===== config.mk =====
export PLATFORM = sky130hd
export DESIGN_NAME = fraction_arithmetic_reduce_core
export DESIGN_NICKNAME = d
export VERILOG_FILES = /design/src/rtl/fra_pkg.sv /design/src/rtl/fra_div.sv /design/src/rtl/fra_dp.sv /design/src/rtl/fra_ctrl.sv /design/src/rtl/fraction_arithmetic_reduce_core.sv
export SDC_FILE = /design/constraint.sdc
export NUM_CORES = 2
export LEC_CHECK = 0
export BUFFER_PORTS_ARGS = -buffer_cell sky130_fd_sc_hd__buf_4
export CAP_MARGIN = 20
export CORE_ASPECT_RATIO = 0.6
export CORE_UTILIZATION = 30
export CTS_CLUSTER_SIZE = 20
export DETAILED_ROUTE_END_ITERATION = 16
export GPL_TIMING_DRIVEN = 0
export HOLD_SLACK_MARGIN = 0.03
export SYNTH_ARGS = -nofsm -noshare
export SYNTH_HDL_FRONTEND = slang
export SYNTH_SLANG_ARGS = --single-unit

===== constraint.sdc =====
create_clock -name clk -period 30.5 [get_ports clk]
set_clock_uncertainty 0.05 [all_clocks]
set_input_delay 0 -clock clk [delete_from_list [all_inputs] [get_ports clk]]
set_output_delay 0 -clock clk [all_outputs]
set_load 0.01 [all_outputs]

===== src/rtl/fra_pkg.sv =====
`timescale 1ns / 1ps
// ----------------------------------------------------------------------------
// fra_pkg
// Shared widths, operation codes, datapath commands and controller states for
// the fraction arithmetic and reduction core.
// ----------------------------------------------------------------------------
package fra_pkg;

    localparam int OPERAND_W = 16;
    localparam int PROD_W    = 2 * OPERAND_W;
    localparam int NUM_W     = 2 * OPERAND_W + 1;
    localparam int MAG_W     = 2 * OPERAND_W;
    localparam int RES_NUM_W = 33;
    localparam int RES_DEN_W = 32;
    localparam int DIV_CNT_W = $clog2(MAG_W + 1);

    typedef enum logic [1:0] {
        KIND_ADD = 2'd0,
        KIND_SUB = 2'd1,
        KIND_MUL = 2'd2,
        KIND_DIV = 2'd3
    } kind_t;

    typedef enum logic [3:0] {
        OP_NONE,
        OP_LOAD,
        OP_MUL0,
        OP_MUL1,
        OP_MUL2,
        OP_MAG,
        OP_REM_START,
        OP_REM_TAKE,
        OP_QN_START,
        OP_QN_TAKE,
        OP_QD_START,
        OP_EMIT
    } dp_op_t;

    typedef struct packed {
        dp_op_t op;
    } dp_cmd_t;

    typedef struct packed {
        logic y_zero;
        logic div_done;
    } dp_stat_t;

    typedef enum logic [3:0] {
        S_IDLE,
        S_MUL0,
        S_MUL1,
        S_MUL2,
        S_MAG,
        S_GCD_CHK,
        S_REM_WAIT,
        S_QN_WAIT,
        S_QD_START,
        S_QD_WAIT
    } ctrl_state_t;

endpackage


===== src/rtl/fra_div.sv =====
`timescale 1ns / 1ps
// ----------------------------------------------------------------------------
// fra_div
// Unsigned restoring divider, one quotient bit per cycle, giving quotient and
// remainder. The divisor must be non-zero.
// ----------------------------------------------------------------------------
module fra_div
    import fra_pkg::*;
(
    input  logic             clk,
    input  logic             rst_n,
    input  logic             start,
    input  logic [MAG_W-1:0] dividend,
    input  logic [MAG_W-1:0] divisor,
    output logic [MAG_W-1:0] quo,
    output logic [MAG_W-1:0] rem,
    output logic             done
);

    logic [MAG_W-1:0]     quo_reg, quo_next;
    logic [MAG_W-1:0]     rem_reg, rem_next;
    logic [MAG_W-1:0]     dvs_reg, dvs_next;
    logic [DIV_CNT_W-1:0] cnt_reg, cnt_next;
    logic                 busy_reg, busy_next;
    logic                 done_reg, done_next;

    logic [MAG_W:0]   shifted;
    logic [MAG_W+1:0] diff;
    logic             fits;

    assign shifted = {rem_reg, quo_reg[MAG_W-1]};
    assign diff    = {1'b0, shifted} - {2'b00, dvs_reg};
    assign fits    = ~diff[MAG_W+1];

    always_comb
    begin
        quo_next  = quo_reg;
        rem_next  = rem_reg;
        dvs_next  = dvs_reg;
        cnt_next  = cnt_reg;
        busy_next = busy_reg;
        done_next = 1'b0;
        if (start)
        begin
            quo_next  = dividend;
            rem_next  = '0;
            dvs_next  = divisor;
            cnt_next  = DIV_CNT_W'(MAG_W);
            busy_next = 1'b1;
        end
        else if (busy_reg)
        begin
            // shift in the next dividend bit and subtract where it fits
            quo_next = {quo_reg[MAG_W-2:0], fits};
            rem_next = fits ? diff[MAG_W-1:0] : shifted[MAG_W-1:0];
            cnt_next = cnt_reg - DIV_CNT_W'(1);
            if (cnt_reg == DIV_CNT_W'(1))
            begin
                busy_next = 1'b0;
                done_next = 1'b1;
            end
        end
    end

    always_ff @(posedge clk or negedge rst_n)
    begin
        if (!rst_n)
        begin
            cnt_reg  <= '0;
            busy_reg <= 1'b0;
            done_reg <= 1'b0;
        end
        else
        begin
            cnt_reg  <= cnt_next;
            busy_reg <= busy_next;
            done_reg <= done_next;
        end
    end

    always_ff @(posedge clk)
    begin
        quo_reg <= quo_next;
        rem_reg <= rem_next;
        dvs_reg <= dvs_next;
    end

    assign quo  = quo_reg;
    assign rem  = rem_reg;
    assign done = done_reg;

endmodule


===== src/rtl/fra_dp.sv =====
`timescale 1ns / 1ps
// ----------------------------------------------------------------------------
// fra_dp
// Datapath: operand registers, one shared multiplier, numerator accumulator,
// Euclid registers around the divider, and the result registers.
// ----------------------------------------------------------------------------
module fra_dp
    import fra_pkg::*;
(
    input  logic                        clk,
    input  logic                        rst_n,
    input  dp_cmd_t                     cmd,
    output dp_stat_t                    stat,
    input  logic [1:0]                  kind,
    input  logic signed [OPERAND_W-1:0] a_num,
    input  logic signed [OPERAND_W-1:0] a_den,
    input  logic signed [OPERAND_W-1:0] b_num,
    input  logic signed [OPERAND_W-1:0] b_den,
    output logic                        done,
    output logic signed [RES_NUM_W-1:0] res_num,
    output logic signed [RES_DEN_W-1:0] res_den
);

    localparam logic signed [OPERAND_W-1:0] ONE_OP = OPERAND_W'(1);

    kind_t                       kind_reg, kind_next;
    logic signed [OPERAND_W-1:0] an_reg, an_next;
    logic signed [OPERAND_W-1:0] ad_reg, ad_next;
    logic signed [OPERAND_W-1:0] bn_reg, bn_next;
    logic signed [OPERAND_W-1:0] bd_reg, bd_next;
    logic signed [PROD_W-1:0]    prod_reg, prod_next;
    logic signed [NUM_W-1:0]     n_reg, n_next;
    logic                        n_neg_reg, n_neg_next;
    logic                        d_neg_reg, d_neg_next;
    logic [MAG_W-1:0]            magn_reg, magn_next;
    logic [MAG_W-1:0]            magd_reg, magd_next;
    logic [MAG_W-1:0]            x_reg, x_next;
    logic [MAG_W-1:0]            y_reg, y_next;
    logic [MAG_W-1:0]            qn_reg, qn_next;
    logic [RES_NUM_W-1:0]        res_num_reg, res_num_next;
    logic [RES_DEN_W-1:0]        res_den_reg, res_den_next;
    logic                        done_reg, done_next;

    logic signed [OPERAND_W-1:0] mul_a, mul_b;
    logic signed [PROD_W-1:0]    prod_c;
    logic signed [NUM_W-1:0]     n_abs;
    logic signed [PROD_W-1:0]    d_abs;
    logic                        div_start;
    logic [MAG_W-1:0]            div_dividend, div_divisor;
    logic [MAG_W-1:0]            div_quo, div_rem;
    logic                        div_done;
    logic [NUM_W-1:0]            num_ext, num_val;
    logic [MAG_W:0]              den_ext, den_val;

    // shared multiplier operand selection
    always_comb
    begin
        case (cmd.op)
            OP_MUL0:
            begin
                mul_a = an_reg;
                mul_b = (kind_reg == KIND_MUL) ? bn_reg : bd_reg;
            end
            OP_MUL1:
            begin
                mul_a = bn_reg;
                mul_b = ad_reg;
            end
            default:
            begin
                mul_a = ad_reg;
                mul_b = (kind_reg == KIND_DIV) ? bn_reg : bd_reg;
            end
        endcase
    end

    assign prod_c = PROD_W'(mul_a) * PROD_W'(mul_b);
    assign n_abs  = n_reg[NUM_W-1] ? -n_reg : n_reg;
    assign d_abs  = prod_reg[PROD_W-1] ? -prod_reg : prod_reg;

    assign div_start = (cmd.op == OP_REM_START) || (cmd.op == OP_QN_START)
                    || (cmd.op == OP_QD_START);

    always_comb
    begin
        case (cmd.op)
            OP_REM_START:
            begin
                div_dividend = x_reg;
                div_divisor  = y_reg;
            end
            OP_QN_START:
            begin
                div_dividend = magn_reg;
                div_divisor  = x_reg;
            end
            default:
            begin
                div_dividend = magd_reg;
                div_divisor  = x_reg;
            end
        endcase
    end

    fra_div u_div (
        .clk      (clk),
        .rst_n    (rst_n),
        .start    (div_start),
        .dividend (div_dividend),
        .divisor  (div_divisor),
        .quo      (div_quo),
        .rem      (div_rem),
        .done     (div_done)
    );

    // restore the signs on the reduced magnitudes
    assign num_ext = {1'b0, qn_reg};
    assign num_val = n_neg_reg ? (~num_ext + NUM_W'(1)) : num_ext;
    assign den_ext = {1'b0, div_quo};
    assign den_val = d_neg_reg ? (~den_ext + (MAG_W + 1)'(1)) : den_ext;

    always_comb
    begin
        kind_next    = kind_reg;
        an_next      = an_reg;
        ad_next      = ad_reg;
        bn_next      = bn_reg;
        bd_next      = bd_reg;
        prod_next    = prod_reg;
        n_next       = n_reg;
        n_neg_next   = n_neg_reg;
        d_neg_next   = d_neg_reg;
        magn_next    = magn_reg;
        magd_next    = magd_reg;
        x_next       = x_reg;
        y_next       = y_reg;
        qn_next      = qn_reg;
        res_num_next = res_num_reg;
        res_den_next = res_den_reg;
        done_next    = 1'b0;
        case (cmd.op)
            OP_LOAD:
            begin
                kind_next = kind_t'(kind);
                an_next   = a_num;
                ad_next   = (a_den == '0) ? ONE_OP : a_den;
                bn_next   = b_num;
                bd_next   = (b_den == '0) ? ONE_OP : b_den;
            end
            OP_MUL0:
            begin
                prod_next = prod_c;
            end
            OP_MUL1:
            begin
                n_next    = NUM_W'(prod_reg);
                prod_next = prod_c;
            end
            OP_MUL2:
            begin
                if (kind_reg == KIND_ADD)
                begin
                    n_next = n_reg + NUM_W'(prod_reg);
                end
                else if (kind_reg == KIND_SUB)
                begin
                    n_next = n_reg - NUM_W'(prod_reg);
                end
                prod_next = prod_c;
            end
            OP_MAG:
            begin
                n_neg_next = n_reg[NUM_W-1];
                magn_next  = n_abs[MAG_W-1:0];
                x_next     = n_abs[MAG_W-1:0];
                // a zero denominator only arises from dividing by zero: take one
                if (prod_reg == '0)
                begin
                    d_neg_next = 1'b0;
                    magd_next  = MAG_W'(1);
                    y_next     = MAG_W'(1);
                end
                else
                begin
                    d_neg_next = prod_reg[PROD_W-1];
                    magd_next  = d_abs[MAG_W-1:0];
                    y_next     = d_abs[MAG_W-1:0];
                end
            end
            OP_REM_TAKE:
            begin
                x_next = y_reg;
                y_next = div_rem;
            end
            OP_QN_TAKE:
            begin
                qn_next = div_quo;
            end
            OP_EMIT:
            begin
                res_num_next = RES_NUM_W'($signed(num_val));
                res_den_next = RES_DEN_W'($signed(den_val));
                done_next    = 1'b1;
            end
            default:
            begin
            end
        endcase
    end

    always_ff @(posedge clk or negedge rst_n)
    begin
        if (!rst_n)
        begin
            done_reg <= 1'b0;
        end
        else
        begin
            done_reg <= done_next;
        end
    end

    always_ff @(posedge clk)
    begin
        kind_reg    <= kind_next;
        an_reg      <= an_next;
        ad_reg      <= ad_next;
        bn_reg      <= bn_next;
        bd_reg      <= bd_next;
        prod_reg    <= prod_next;
        n_reg       <= n_next;
        n_neg_reg   <= n_neg_next;
        d_neg_reg   <= d_neg_next;
        magn_reg    <= magn_next;
        magd_reg    <= magd_next;
        x_reg       <= x_next;
        y_reg       <= y_next;
        qn_reg      <= qn_next;
        res_num_reg <= res_num_next;
        res_den_reg <= res_den_next;
    end

    assign stat.y_zero   = (y_reg == '0);
    assign stat.div_done = div_done;

    assign done    = done_reg;
    assign res_num = $signed(res_num_reg);
    assign res_den = $signed(res_den_reg);

    a_done_single : assert property (@(posedge clk) disable iff (!rst_n)
        done_reg |=> !done_reg)
        else $error("result strobe held for more than one cycle");

    a_den_nonzero : assert property (@(posedge clk) disable iff (!rst_n)
        done_reg |-> (res_den_reg != '0))
        else $error("reduced denominator is zero");

endmodule


===== src/rtl/fra_ctrl.sv =====
`timescale 1ns / 1ps
// ----------------------------------------------------------------------------
// fra_ctrl
// Controller: sequences the multiplies, the Euclid remainder loop and the two
// final divisions, and issues one datapath command per cycle.
// ----------------------------------------------------------------------------
module fra_ctrl
    import fra_pkg::*;
(
    input  logic     clk,
    input  logic     rst_n,
    input  logic     start,
    output logic     busy,
    output dp_cmd_t  cmd,
    input  dp_stat_t stat
);

    ctrl_state_t state_reg, state_next;

    always_ff @(posedge clk or negedge rst_n)
    begin
        if (!rst_n)
        begin
            state_reg <= S_IDLE;
        end
        else
        begin
            state_reg <= state_next;
        end
    end

    always_comb
    begin
        state_next = state_reg;
        cmd.op     = OP_NONE;
        case (state_reg)
            S_IDLE:
            begin
                if (start)
                begin
                    cmd.op     = OP_LOAD;
                    state_next = S_MUL0;
                end
            end
            S_MUL0:
            begin
                cmd.op     = OP_MUL0;
                state_next = S_MUL1;
            end
            S_MUL1:
            begin
                cmd.op     = OP_MUL1;
                state_next = S_MUL2;
            end
            S_MUL2:
            begin
                cmd.op     = OP_MUL2;
                state_next = S_MAG;
            end
            S_MAG:
            begin
                cmd.op     = OP_MAG;
                state_next = S_GCD_CHK;
            end
            S_GCD_CHK:
            begin
                // remainder zero: x holds the GCD, go reduce
                if (stat.y_zero)
                begin
                    cmd.op     = OP_QN_START;
                    state_next = S_QN_WAIT;
                end
                else
                begin
                    cmd.op     = OP_REM_START;
                    state_next = S_REM_WAIT;
                end
            end
            S_REM_WAIT:
            begin
                if (stat.div_done)
                begin
                    cmd.op     = OP_REM_TAKE;
                    state_next = S_GCD_CHK;
                end
            end
            S_QN_WAIT:
            begin
                if (stat.div_done)
                begin
                    cmd.op     = OP_QN_TAKE;
                    state_next = S_QD_START;
                end
            end
            S_QD_START:
            begin
                cmd.op     = OP_QD_START;
                state_next = S_QD_WAIT;
            end
            S_QD_WAIT:
            begin
                if (stat.div_done)
                begin
                    cmd.op     = OP_EMIT;
                    state_next = S_IDLE;
                end
            end
            default:
            begin
                state_next = S_IDLE;
            end
        endcase
    end

    assign busy = (state_reg != S_IDLE);

    a_div_done_waiting : assert property (@(posedge clk) disable iff (!rst_n)
        stat.div_done |-> (state_reg == S_REM_WAIT || state_reg == S_QN_WAIT
                           || state_reg == S_QD_WAIT))
        else $error("divider finished outside a wait state");

    a_emit_to_idle : assert property (@(posedge clk) disable iff (!rst_n)
        (cmd.op == OP_EMIT) |=> (state_reg == S_IDLE))
        else $error("controller did not return to idle after the result");

    a_start_taken : assert property (@(posedge clk) disable iff (!rst_n)
        (start && state_reg == S_IDLE) |=> (state_reg == S_MUL0))
        else $error("accepted command did not begin the multiply sequence");

endmodule


===== src/rtl/fraction_arithmetic_reduce_core.sv =====
`timescale 1ns / 1ps
// ----------------------------------------------------------------------------
// fraction_arithmetic_reduce_core
// Adds, subtracts, multiplies or divides two signed fractions and reduces the
// result by the GCD of its parts, each part keeping its own sign.
//
// Usage:
//   A command transfer happens on a rising edge with start high and busy low;
//   kind, a_num, a_den, b_num and b_den are sampled on that edge. A zero input
//   denominator counts as one, and a zero raw denominator becomes one.
//   The result appears on res_num / res_den, marked by done high for a single
//   cycle; the receiver must take it then, as it cannot stall the core.
//   A command runs through loading and multiplying, then one bit-serial
//   division per Euclid remainder step (at least one step), then two
//   further divisions; the shared one-bit-per-cycle divider sets its run
//   time. One command is in flight at a time; busy drops as done rises, so
//   the next command can be given in the cycle that done is shown.
//   Reset clears the controller to idle and drops done; no clearing pass.
// ----------------------------------------------------------------------------
module fraction_arithmetic_reduce_core
    import fra_pkg::*;
(
    input  logic                        clk,
    input  logic                        rst_n,
    input  logic                        start,
    output logic                        busy,
    input  logic [1:0]                  kind,
    input  logic signed [OPERAND_W-1:0] a_num,
    input  logic signed [OPERAND_W-1:0] a_den,
    input  logic signed [OPERAND_W-1:0] b_num,
    input  logic signed [OPERAND_W-1:0] b_den,
    output logic                        done,
    output logic signed [RES_NUM_W-1:0] res_num,
    output logic signed [RES_DEN_W-1:0] res_den
);

    dp_cmd_t  cmd;
    dp_stat_t stat;

    fra_ctrl u_ctrl (
        .clk   (clk),
        .rst_n (rst_n),
        .start (start),
        .busy  (busy),
        .cmd   (cmd),
        .stat  (stat)
    );

    fra_dp u_dp (
        .clk     (clk),
        .rst_n   (rst_n),
        .cmd     (cmd),
        .stat    (stat),
        .kind    (kind),
        .a_num   (a_num),
        .a_den   (a_den),
        .b_num   (b_num),
        .b_den   (b_den),
        .done    (done),
        .res_num (res_num),
        .res_den (res_den)
    );

endmodule

* Yosys cells after proc, flatten, opt, wreduce, memory -nomap -nowiden
Index checks and enable logic that the tools add are counted.
** Word-level totals
- Register bits after elaboration :: 467
- Input bits :: 69
- Word-level logic and storage cells :: 121
** Operators by class
- Add/subtract/negate cells :: 8
- Multipliers :: 1
- Equal/unequal tests :: 29
- Muxes and demuxes :: 40
- Bitwise operators :: 3
- Reduce and logical (&&, ||, !) cells :: 15
** Operators by type and width (count)
- $mux 32 :: 9
- $pmux 32 s2 :: 3
- $pmux 4 s10 :: 2
- $mux 33 :: 2
- $pmux 33 s2 :: 1
- $logic_not 32->1 :: 2
- $neg 32->32 :: 2
- $pmux 16 s2 :: 2
- $sub 33x32->34 :: 1
- $add 33x1->33 const B :: 1
- $add 33x32->33 :: 1
- $not 32->33 :: 1
- $sub 33x32->33 :: 1
- $add 32x1->32 const B :: 1
- $eq 4x3->1 const B :: 8
- $logic_not 16->1 :: 2
- $mul 16x16->32 :: 1
- $mux 16 :: 2
- $not 32->32 :: 1
- $mux 4 :: 7
- $eq 4x4->1 const B :: 6
- $eq 4x2->1 const B :: 4
- $mux 6 :: 2
- $mux 1 :: 9
- other kinds (18) :: 25

* Depth between registers and ports, before layout
- Depth after elaboration :: 7
- Gate-level depth with buffers :: 34

* Hierarchy
A second synthesis with hierarchy kept.
** Second synthesis, totals
- Cells, all modules :: 3244
- Area, all modules :: 34455.5 um^2
** By module, submodules not included
- fra_dp :: instances 1, cells each 2616, area each 28198.3 um^2, sequential area each 10775.3 um^2
- fra_div :: instances 1, cells each 577, area each 5836.8 um^2, sequential area each 2762.6 um^2
- fra_ctrl :: instances 1, cells each 51, area each 420.4 um^2, sequential area each 100.1 um^2

* Worst setup path after synthesis
Ideal clock, no wire load.
- Path kind :: reg-to-reg
- Start point :: register u_ctrl.state_reg[0]
- End point :: register u_dp.prod_reg[28], data pin
- Data arrival time :: 12.902 ns
- Data required time :: 30.188 ns
- Slack :: 17.286 ns
- Stages on the path, launching flop included :: 30
- Buffers on the path :: 2
- Clock period less this slack :: 13.214 ns
- Cells stage by stage :: dfrtp_1 > clkbuf_1 > nand2_1 > nor3_1 > nor2_1 > clkbuf_1 > mux2i_1 > nor2_1 > a21oi_1 > nor2_1 > fa_1 > inv_1 > fa_1 > fa_1 > fa_1 > inv_1 > fa_1 > inv_1 > fa_1 > inv_1 > ha_1 > and3_1 > o21ai_0 > o21ai_0 > o41ai_1 > o31a_1 > a31oi_1 > a21oi_1 > o21bai_1 > xor2_1
** Between the ends
- Cells in the longest elaborated chain, start to end :: 5
- Elaborated cells on any way between the ends :: 16
- Those cells by class :: mul (1); eq/ne (11); mux (3); reduce/logical (1)
** RTL lines
- start, declared :: RTL line fra_ctrl.sv:18 : ctrl_state_t state_reg, state_next;
- start signal, assigned :: RTL line fra_ctrl.sv:28 : state_reg <= state_next;
- $eq 4x4->1 (tied with other cells) :: RTL line fra_ctrl.sv:36 : case (state_reg)
- $pmux 4 s10 (*) :: RTL line fra_ctrl.sv:36
- $eq 4x2->1 :: RTL line fra_dp.sv:58 : case (cmd.op)
- $pmux 16 s2 :: RTL line fra_dp.sv:58
- $mul 16x16->32 (*) :: RTL line fra_dp.sv:77 : assign prod_c = PROD_W'(mul_a) * PROD_W'(mul_b);
- net u_dp.prod_c[28] :: RTL line fra_dp.sv:45 : logic signed [PROD_W-1:0] prod_c;
- end signal, assigned :: RTL line fra_dp.sv:230 : prod_reg <= prod_next;
- end, declared :: RTL line fra_dp.sv:31 : logic signed [PROD_W-1:0] prod_reg, prod_next;
The timed path passes the listed nets; every way through them passes the cells marked *.
A chain may end at the register's enable or synchronous reset.

* Final worst setup path
- Start point :: register u_ctrl.state_reg[0]
- End point :: register u_dp.prod_reg[31], data pin
Same word-level chain as after synthesis.

==> results.toml <==
[sta]
setup_viol = 0
worst_pin_slew_ps = 1230
tns_ps = 0
rsz0062_at_grt = "no"
min_period_over_period = 0.339
min_period_ps = 10330
hold_viol = 0
slew_viol_final = 0
timing.hold.ws_ps = 69.7
timing.slew.headroom = 0.177
worst_slack_ps = 20170
max_freq_mhz = 96.8

[run_status]
outcome = "finished, final reports clean"

[detailed_routing]
routed_wl_um = 101000
vias = 25462
post_drt_wl_per_cell_um = 19.9
first_pass_iters = 6
drc_errors = 0
via_per_inst = 5.01
drt_iter0_drc = 2747
antenna_left = 0

[setup_path]
cp-start-kind = "flop"
crit_type = "flop to flop"
max_stage_delay_ps = 890
worstPathRequired_ps = 30870
cp.arrival_ps = 10700
slowest_stage = "clkbuf_1"
crit_fanout = 10
critPathCaptureType = "flop"

[synthesis]
synthMuxAreaShare = 0.0631
yosys_warnings = 0
ys_types = 76
synth-seq-area-share = 0.398
ys_ff_latch = 467
synth_compound_area_frac = 0.105
async_flop_share = 0.0278
syn_nets = 3712
synthAdderAreaFrac = 0.210
synthXorXnorAreaFrac = 0.0598
syn_avg_cell_area_um2 = 10.6
synth_edf_count = 422
synth-simple-area-share = 0.101
netlist_area_um2 = 34300
synth-main-ff-cell = "edfxtp_1"
synth_top_family_by_area = "adder cells"
synth_cells = 3226

[clock_network]
root_buffer = "clkbuf_16"
cts-resized-gates = 0
clk_pin_slew_ps = 60
cts_inserted_buffers = 47
clock-sinks = 467
h-tree-depth = 2
postCtsSetupBuffers = 0
clock_path_buffers = 3
tritoncts = "yes"
clock_latency_ps = 630

[place]
post-place-ws_ps = 19940
hpwl_um = 80800
place.gp.congestion = 0.962
port_buffers = 135

[job]
maxCapViolCount = 0

[floorplanning]
core.rowCount = 95
die_w_um = 438
die_area_um2 = 116000
fp.dieH_um = 264
initial_core_util = 0.305
num_io_pins = 136
core_um2 = 113000

[global_route]
track_usage = 0.175
grt_max_degree = 65
grt_pass1_wl_um = 155000
grt_pass1_vias = 24850
antenna_found_initial = 2
grt_overflow = 0

[cells_and_area]
syn_to_final_growth_pct = 17.3
drive_gt1_frac = 0.110
diodes = 0
fill_cells = 11131
layout.nets = 4028

[pwr]
ir_drop_v = 0.0000338
power.leakage_nw = 16.3
p_per_area_nw_per_um2 = 32.7

[min_path]
worstHoldPathType = "input port to flop"
-- power breakdown --
group | internal, mW | switching, mW | leakage (nW)
clock network | 0.330 | 0.276 | 0.762
registers | 0.688 | 0 | 4.28
logic | 0.0147 | 0.00592 | 11.3
total | 1.03 | 0.282 | 16.3
-- layout by cell type, fill, tap and decap left out, types with 12 or more instances in the layout --
cell,count
edfxtp_1,422
inv_1,420
nand2_1,299
fa_1,264
nor2_1,226
xnor2_1,192
a21oi_1,157
ha_1,153
buf_4,149
o21ai_0,143
clkbuf_1,136
mux2i_1,106
mux2_2,98
dlygate4sd3_1,98
a21o_1,62
o22ai_1,48
clkbuf_16,47
xor2_1,42
o31ai_1,40
dfxtp_1,32
nor3_1,31
nand2b_1,26
nor4_1,25
or3_1,21
and2_1,20
and3_1,18
nor2b_1,17
nand3_1,15
o41ai_1,15
or2_2,14
dfrtp_1,13
o21a_1,12
buf_6,12
-- layer usage --
| metal | vias up | part of all wire | GRT usage |
|---|---|---|---|
| li1 | 11693 | - | - |
| met1 | 12599 | 0.50 | 0.280 |
| met2 | 1090 | 0.36 | 0.217 |
| met3 | 78 | 0.13 | 0.0694 |
| met4 | 2 | 0.0097 | 0.0214 |
| met5 | - | 0.0014 | 0.00827 |
-- what timing repair did --
action	in CTS	in global routing
endpoints found under the hold margin	82	0
endpoints found under the setup margin	0	0
hold buffers	98	0
-- critical path: cells and delay by family (launching register included) --
family                   cells  cell delay (ps)
AO/OA/AOI/OAI                9             2760
AND/OR/NAND/NOR              3             1110
buffers and inverters        9             2140
flip-flops                   1              370
adder cells (fa/ha/maj)      7             3420
XOR/XNOR                     1              250
-- per-stage QoR --
step / cells / total power [mW] / utilization / area, um2
after floorplan: 3226 / 0.704 / - / 34300
after global placement: 4864 / 0.712 / 0.330 / 37200
after detailed placement: 4885 / 0.712 / 0.334 / 37600
after CTS: 5070 / 1.33 / 0.356 / 40100
after global routing: 5083 / 1.35 / 0.357 / 40200
final: 5083 / 1.32 / 0.357 / 40200
-- path summary, 6_finish.rpt --
check                               startpoint                    end  slack (ps)  cells past startpoint
max reg2reg                u_ctrl.state_reg[0]      u_dp.prod_reg[31]       20170                     29
min                                    kind[0]       u_dp.kind_reg[0]          70                      2
min in group asynchronous                rst_n    u_ctrl.state_reg[1]         610                      3
max in group asynchronous                rst_n  u_dp.u_div.cnt_reg[0]       29200                      3
max                        u_ctrl.state_reg[0]      u_dp.prod_reg[31]       20170                     29
min reg2reg                     u_dp.qn_reg[0]        u_dp.res_num[0]         430                      0
-- cells in the mapped netlist, drive strengths merged, types with 16 or more instances --
| master | n | share of area |
|---|---|---|
| mux2 | 98 | 0.032 |
| clkbuf | 135 | 0.015 |
| nand2b | 27 | 0.0051 |
| edfxtp | 422 | 0.37 |
| nor3 | 32 | 0.0047 |
| inv | 420 | 0.046 |
| o22ai | 49 | 0.0089 |
| fa | 264 | 0.15 |
| o21ai | 147 | 0.022 |
| or2 | 16 | 0.0029 |
| nor2 | 229 | 0.025 |
| a21o | 62 | 0.014 |
| nor2b | 17 | 0.0031 |
| ha | 153 | 0.056 |
| or3 | 25 | 0.0051 |
| o41ai | 17 | 0.0048 |
| and3 | 19 | 0.0035 |
| nor4 | 25 | 0.0046 |
| xor2 | 42 | 0.011 |
| nand2 | 299 | 0.033 |
| o31ai | 40 | 0.0088 |
| and2 | 21 | 0.0038 |
| a21oi | 157 | 0.023 |
| dfxtp | 32 | 0.019 |
| mux2i | 106 | 0.031 |
| xnor2 | 192 | 0.049 |
-- logic make-up after synthesis --
| kind of cell | after synthesis |
|---|---|
| AOI/OAI and AO/OA | 574 |
| xor gates and xnor gates | 234 |
| adders and majority gates | 417 |
| buffers and inverters | 569 |
| DFF | 467 |
| muxes | 204 |
| and+or+nand+nor | 761 |
-- cell type report --
type	count	area (um2)	area share
Multi-Input combinational cell	2190	18500	0.461
Sequential cell	467	13600	0.339
Timing Repair Buffer	267	2430	0.0604
Tap cell	1503	1880	0.0468
Inverter	421	1580	0.0393
Clock buffer	49	1180	0.0294
Buffer	148	582	0.0145
Clock inverter	38	394	0.00980
No activity file was read; power rests on OpenSTA's default activity.
